## src/rtl/cmvg_pkg.sv

```systemverilog
// Shared types, constants and tables for the capsule mesh vertex generator.
// Used by every module in rtl/. No dependencies.
package cmvg_pkg;

    localparam int COUNT_BITS_DEF   = 8;
    localparam int CORDIC_STEPS_DEF = 16;

    localparam int DIV_NUM_W = 40;
    localparam int DIV_DEN_W = 17;
    localparam int CORD_W    = 34;

    localparam logic signed [CORD_W-1:0] ONE30  = 34'sh040000000;
    localparam logic signed [CORD_W-1:0] HALF_T = 34'sh080000000;
    localparam logic signed [CORD_W-1:0] KGAIN  = 34'sd652032874;

    localparam logic [2:0] CFG_DIAMETER   = 3'd0;
    localparam logic [2:0] CFG_CYL_HEIGHT = 3'd1;
    localparam logic [2:0] CFG_SEGMENTS   = 3'd2;
    localparam logic [2:0] CFG_CYL_ROWS   = 3'd3;
    localparam logic [2:0] CFG_HEMI_RINGS = 3'd4;

    localparam logic [1:0] SEC_TOP = 2'd0;
    localparam logic [1:0] SEC_CYL = 2'd1;
    localparam logic [1:0] SEC_BOT = 2'd2;

    typedef enum logic [3:0] {
        OP_NONE, OP_SHS, OP_SHC, OP_PB, OP_CB, OP_PA, OP_CA, OP_V, OP_PY,
        OP_NX, OP_NZ, OP_PX, OP_PZ, OP_PYM, OP_OUT
    } t_op;

    typedef struct packed {
        logic load;
        logic div_start;
        logic cor_start;
        logic mul_en;
        logic out_wr;
        t_op  op;
    } t_cmd;

    typedef struct packed {
        logic v0;
        logic cyl;
        logic div_done;
        logic cor_done;
        logic out_free;
    } t_sts;

    // atan(2^-i) scaled to 2^32 per turn
    function automatic logic signed [CORD_W-1:0] cmvg_atan(input logic [4:0] i);
        logic [29:0] v;
        case (i)
            5'd0:  v = 30'h20000000;
            5'd1:  v = 30'h12E4051E;
            5'd2:  v = 30'h09FB385B;
            5'd3:  v = 30'h051111D4;
            5'd4:  v = 30'h028B0D43;
            5'd5:  v = 30'h0145D7E1;
            5'd6:  v = 30'h00A2F61E;
            5'd7:  v = 30'h00517C55;
            5'd8:  v = 30'h0028BE53;
            5'd9:  v = 30'h00145F2F;
            5'd10: v = 30'h000A2F98;
            5'd11: v = 30'h000517CC;
            5'd12: v = 30'h00028BE6;
            5'd13: v = 30'h000145F3;
            5'd14: v = 30'h0000A2FA;
            5'd15: v = 30'h0000517D;
            5'd16: v = 30'h000028BE;
            5'd17: v = 30'h0000145F;
            5'd18: v = 30'h00000A30;
            5'd19: v = 30'h00000518;
            5'd20: v = 30'h0000028C;
            5'd21: v = 30'h00000146;
            5'd22: v = 30'h000000A3;
            5'd23: v = 30'h00000051;
            default: v = 30'h0;
        endcase
        return signed'({4'b0, v});
    endfunction

endpackage

```

## src/rtl/cmvg_ctrl.sv

```systemverilog
// Controller: sequences divider, CORDIC and multiplier steps for one vertex.
// Depends on cmvg_pkg (command and status structs).
module cmvg_ctrl
    import cmvg_pkg::*;
(
    input  logic i_clk,
    input  logic i_rst_n,
    input  logic i_in_valid,
    input  t_sts i_sts,
    output t_cmd o_cmd,
    output logic o_in_stall
);
    typedef enum logic [3:0] {
        ST_IDLE, ST_SHS, ST_SHC, ST_PB, ST_CB, ST_PA, ST_CA, ST_V, ST_PY,
        ST_NX, ST_NZ, ST_PX, ST_PZ, ST_PYM, ST_OUT
    } t_state;

    t_state r_state, n_state;
    logic   r_wait, n_wait;
    logic   s_is_div, s_is_cor, s_done;

    always_comb begin
        o_cmd    = '0;
        o_cmd.op = OP_NONE;
        s_is_div = 1'b0;
        s_is_cor = 1'b0;
        case (r_state)
            ST_IDLE: o_cmd.op = OP_NONE;
            ST_SHS:  begin o_cmd.op = OP_SHS; s_is_div = 1'b1; end
            ST_SHC:  begin o_cmd.op = OP_SHC; s_is_div = 1'b1; end
            ST_PB:   begin o_cmd.op = OP_PB;  s_is_div = 1'b1; end
            ST_CB:   begin o_cmd.op = OP_CB;  s_is_cor = 1'b1; end
            ST_PA:   begin o_cmd.op = OP_PA;  s_is_div = 1'b1; end
            ST_CA:   begin o_cmd.op = OP_CA;  s_is_cor = 1'b1; end
            ST_V:    begin o_cmd.op = OP_V;   s_is_div = 1'b1; end
            ST_PY:   begin o_cmd.op = OP_PY;  s_is_div = 1'b1; end
            ST_NX:   o_cmd.op = OP_NX;
            ST_NZ:   o_cmd.op = OP_NZ;
            ST_PX:   o_cmd.op = OP_PX;
            ST_PZ:   o_cmd.op = OP_PZ;
            ST_PYM:  o_cmd.op = OP_PYM;
            ST_OUT:  o_cmd.op = OP_OUT;
            default: o_cmd.op = OP_NONE;
        endcase
        o_cmd.load      = (r_state == ST_IDLE) && i_in_valid;
        // shares are only recomputed on the first vertex
        o_cmd.div_start = s_is_div && !r_wait && ((r_state != ST_SHS) || i_sts.v0);
        o_cmd.cor_start = s_is_cor && !r_wait;
        o_cmd.mul_en    = (r_state == ST_NX) || (r_state == ST_NZ) || (r_state == ST_PX)
                       || (r_state == ST_PZ) || (r_state == ST_PYM);
        o_cmd.out_wr    = (r_state == ST_OUT) && i_sts.out_free;
        o_in_stall      = r_state != ST_IDLE;

        s_done  = r_wait && (s_is_div ? i_sts.div_done : i_sts.cor_done);
        n_state = r_state;
        n_wait  = r_wait;
        if (o_cmd.div_start || o_cmd.cor_start) n_wait = 1'b1;
        if (s_done) n_wait = 1'b0;

        case (r_state)
            ST_IDLE: if (i_in_valid) n_state = ST_SHS;
            ST_SHS: begin
                if (!r_wait && !i_sts.v0) n_state = ST_PB;
                else if (s_done) n_state = ST_SHC;
            end
            ST_SHC: if (s_done) n_state = ST_PB;
            ST_PB:  if (s_done) n_state = ST_CB;
            ST_CB:  if (s_done) n_state = i_sts.cyl ? ST_V : ST_PA;
            ST_PA:  if (s_done) n_state = ST_CA;
            ST_CA:  if (s_done) n_state = ST_V;
            ST_V:   if (s_done) n_state = i_sts.cyl ? ST_PY : ST_NX;
            ST_PY:  if (s_done) n_state = ST_NX;
            ST_NX:  n_state = ST_NZ;
            ST_NZ:  n_state = ST_PX;
            ST_PX:  n_state = ST_PZ;
            ST_PZ:  n_state = ST_PYM;
            ST_PYM: n_state = ST_OUT;
            ST_OUT: if (i_sts.out_free) n_state = ST_IDLE;
            default: n_state = ST_IDLE;
        endcase
    end

    always_ff @(posedge i_clk) begin
        if (!i_rst_n) begin
            r_state <= ST_IDLE;
            r_wait  <= 1'b0;
        end else begin
            r_state <= n_state;
            r_wait  <= n_wait;
        end
    end
endmodule
```

## config.mk

```make
export PLATFORM = sky130hd
export DESIGN_NAME = cmvg_ctrl
export DESIGN_NICKNAME = d
export VERILOG_FILES = /design/src/rtl/cmvg_pkg.sv /design/src/rtl/cmvg_ctrl.sv
export SDC_FILE = /design/constraint.sdc
export NUM_CORES = 1
export LEC_CHECK = 0
export ABC_AREA = 1
export BUFFER_PORTS_ARGS = -buffer_cell sky130_fd_sc_hd__clkbuf_2
export CAP_MARGIN = 5
export CORE_AREA = 8 8 45 47
export DETAILED_ROUTE_END_ITERATION = 16
export DIE_AREA = 0 0 53 55
export GPL_ROUTABILITY_DRIVEN = 0
export HOLD_SLACK_MARGIN = 0.1
export PLACE_DENSITY_LB_ADDON = 0.08
export SLEW_MARGIN = 30
export SYNTH_ARGS = -nofsm -noshare
export SYNTH_HDL_FRONTEND = slang
export SYNTH_SLANG_ARGS = --single-unit
```

## constraint.sdc

```tcl
create_clock -name i_clk -period 1.35 [get_ports i_clk]
set_clock_uncertainty 0.05 [all_clocks]
set_input_delay 0.135 -clock i_clk [delete_from_list [all_inputs] [get_ports i_clk]]
set_output_delay 0.135 -clock i_clk [all_outputs]
set_load 0.05 [all_outputs]
```

==> results of run 1 <==
## cell families after synthesis
logic type	after synthesis	share of synthesized area
compound gates	16	0.188
simple gates	56	0.475
flops	5	0.188
buf+inv	21	0.148
## through the flow
step	TNS, ps	area (um^2)
after floorplan	-21.4	601
after global placement	-490	891
after detailed placement	-470	891
after CTS	-2680	1240
## repair_timing
| item | in CTS |
|---|---|
| hold buffers | 1 |
| setup buffers | 17 |
| pin swaps | 13 |
| gates resized for setup | 48 |
| setup endpoints to repair | 15 |
| endpoints found under the hold margin | 1 |
==> metrics.txt, run 1 <==
Avg Inst Size Synth=~5.4 um^2; Post-synth top cells=nand2_1 (23), nor2_1 (16), inv_1 (14), inv_2 (7), nand3_1 (6); FP Rows=14; Root Buffer=clkbuf_4; Chip Width=53 um; Synth warnings=0; Seq/Total Area, Yosys=0.188; post-place setup slack=-103 ps; Placed Cells=between 150 and 200; EDFF count, synth=0; synth top area cells=dfxtp_1 (19%), nand2_1 (16%), nor2_1 (11%); H-tree depth=1; fraction of registers with async set/reset=0; synthesized netlist cell count=98; count leader, synth=nand2_1; DP HPWL=between 1000 and 1500 um; Most used DFF post-synth=dfxtp_1; Post-Synthesis Cell Area=532 um^2; Worst EP Category=primary output; first error=[ERROR DPL-0038] Utilization greater than 100%, impossible to legalize; cts bufs inserted=3; top-area cell type share of the netlist area=0.188; Sinks on Clock Net=5; GRT repair_timing worst endpoint=o_cmd[7]; Synth area leader=dfxtp_1; Stopped at=global routing; I/O pins=18; CTS max path bufs=2; I/O Buffers=17; Post-Syn Nets=~110; Die H=around 55 um; FF+latch count, synth=5; Starting Density=0.384; pin count of the biggest net entering global routing=9; synth unique cells=21; status=aborted with a tool error
==> run 2: changes to the inputs <==
Settings changed: CORE_AREA 8 8 45 47 to 8 8 69 71, DIE_AREA 0 0 53 55 to 0 0 77 79, HOLD_SLACK_MARGIN 0.1 to not set, PLACE_DENSITY_LB_ADDON 0.08 to 0.15.
Clock period 1.35 ns to 1.8 ns, I/O delays scaled along.
==> run 2 against run 1 <==
The flow now finishes without violations. Synthesized cell count did not move. Synthesized area did not move.
==> metrics.txt, run 2 <==
status=finished clean; Critical Path Source Type=register; crit-path most repeated cell=nor2_2; Area Overhead vs Synth=43.8%; synthesized netlist cell count=slightly below 100; fmax=roughly 600 MHz; Worst path max stage delay=340 ps; Max-Cap Viols=0; Routed wire per std cell=9.95 um; Crit Path Class=reg -> out; CP max FO=4; EDFF count, synth=0; CTS max path bufs=2; DRT iter0 DRCs=43; Rel. slew slack=0.662; Seq/Total Area, Yosys=0.188; Root Buffer=clkbuf_8; Synth area leader=dfxtp_1; Starting Density=0.140; count leader, synth=nand2_1; post-place setup slack=115 ps; first-pass GRT wire length=2830 um; fraction of registers with async set/reset=0; commonest non-fill, non-tap cell in the layout=nand2_1; DP HPWL=about 1500 um; DIE AREA=6080 um^2; cts bufs inserted=3; setup bufs post-CTS=0; max FFs per register=4; ant diodes=0; DRT Pass-1 Iters=4; Fin Setup TNS=0 ps; Chip Width=about 77 um; synth unique cells=21; unrepaired setup endpoints after global routing=no; fraction of layout cells with a size suffix above 1=0.380; I/O Buffers=17; Avg Inst Size Synth=roughly 5.4 um^2; min setup slack post-route=roughly 130 ps; I/O pins=18; vias=around 680; Synth warnings=0; Tot GR Track Use=0.0585; Post-synth top cells=nand2_1 (23), nor2_1 (16), inv_1 (14), inv_2 (7), nand3_1 (6); FP Rows=23; Sinks on Clock Net=5; vias in the first global route=around 660; synth top area cells=dfxtp_1 (19%), nand2_1 (16%), nor2_1 (11%); min Tclk post-route=1670 ps; TritonCTS clock tree=yes; Post-Route WL=~1700 um; Crit path max-delay family=simple AND/OR/NAND/NOR gates; Max stage delay cell, worst path=dfxtp_2; Post-Syn Nets=between 100 and 150; ANT nets after route=0; global route total overflow=0; Worst Tran Pin Value=between 500 and 600 ps; CTS clk-pin slew, worst paths=about 40 ps; post-route clock period utilization=0.926; H-tree depth=1; pin count of the biggest net entering global routing=9; Slew Limit Fails=0; setup violators final=0; leakage=0.404 nW; Top Registers=r_state x4, r_wait x1; initial antenna violation count=0; Largest Register=r_state; Arr. time, crit path=around 1400 ps; Post-Synthesis Cell Area=between 500 and 600 um^2; worst hold path type=in -> reg; Worst Path Required=between 1500 and 2000 ps; Most used DFF post-synth=dfxtp_1; worst vdd ir=between 0.2 and 0.3 mV; # nets final=130; # DRC=0; crit path capture type=primary output; top-area cell type share of the netlist area=0.188; WP buf/inv=3; vias per cell=between 3 and 4; power per cell area=1860 nW/um^2; worst skew pair latency=220 ps; most frequent cells in the layout=nand2_1 (23), clkbuf_2 (16), inv_1 (14); Die H=approximately 80 um; Core ar.=3800 um^2; Final Hold Fails=0; worst-path cell chain=nor2_2 > inv_1 > nor2_2 > nor2_2 > nand2_1 > nand3b_1 > inv_1 > buf_4; FF+latch count, synth=5
## run 2: routing by layer
| metal | up-vias | part of all wire | GRT usage |
|---|---|---|---|
| met4 | 0 | 0.029 | 0.0453 |
| met2 | 15 | 0.46 | 0.0918 |
| met3 | 5 | 0.063 | 0.0214 |
| met5 | - | 0 | 0 |
| met1 | 306 | 0.44 | 0.0635 |
| li1 | 356 | - | - |
## run 2: repair_timing
action                                  CTS  global route
endpoints found under the setup margin    1             2
hold buffers                              0             0
endpoints found under the hold margin     0             0
resized for setup                         2             9
## run 2: final cells by class
class                      count  area [um^2]
fill                         456         3030
multi-input combinational     72          368
sequential                     5          108
timing repair buffer          19          103
inverter                      21         78.8
tap                           50         62.6
clock buffer                   4         45.0
## run 2: worst paths after layout
kind | slack [ps] | from | to | cells after the start
max | 130 | r_state[3]$_SDFFE_PN0P_ | o_cmd[7] | 8
min | 170 | i_rst_n | r_state[2]$_SDFFE_PN0P_ | 3
max reg2reg | 250 | r_state[2]$_SDFFE_PN0P_ | r_state[3]$_SDFFE_PN0P_ | 6
min reg2reg | 500 | r_state[1]$_SDFFE_PN0P_ | r_state[1]$_SDFFE_PN0P_ | 2
## run 2: logic make-up (layout without fill, tap and decap cells)
group | after synthesis | after routing | synth area share
compound gates | 16 | 16 | 0.188
simple gates | 56 | 56 | 0.475
buf+inv | 21 | 44 | 0.148
flops | 5 | 5 | 0.188
## run 2: worst reg2reg max path: cells and delay by family, from the launching register on
| kind | cells | cell delay [ps] |
|---|---|---|
| compound gates | 2 | 600 |
| simple gates | 2 | 300 |
| buf+inv | 2 | 160 |
| flops | 1 | 380 |
## run 2: per-stage QoR
step           std cells   util  total power [mW]  hold WS (ps)  cell area, um^2
3_3_place_gp         167  0.183              1.19           413              697
6_report             171  0.201              1.42           171              764
4_1_cts              171  0.196              1.41           167              746
2_1_floorplan         98      -             0.970           251              534
3_5_place_dp         167  0.183              1.18           414              697
5_1_grt              171  0.201              1.54           191              764
## run 2: report_power, final
group | switching (mW) | leakage, nW | internal [mW] | total [mW]
combinational | 0.711 | 0.339 | 0.272 | 0.983
clock | 0.0598 | 0.0228 | 0.152 | 0.212
sequential | 0.0656 | 0.0430 | 0.159 | 0.225
(Power assumes the default switching activity.)
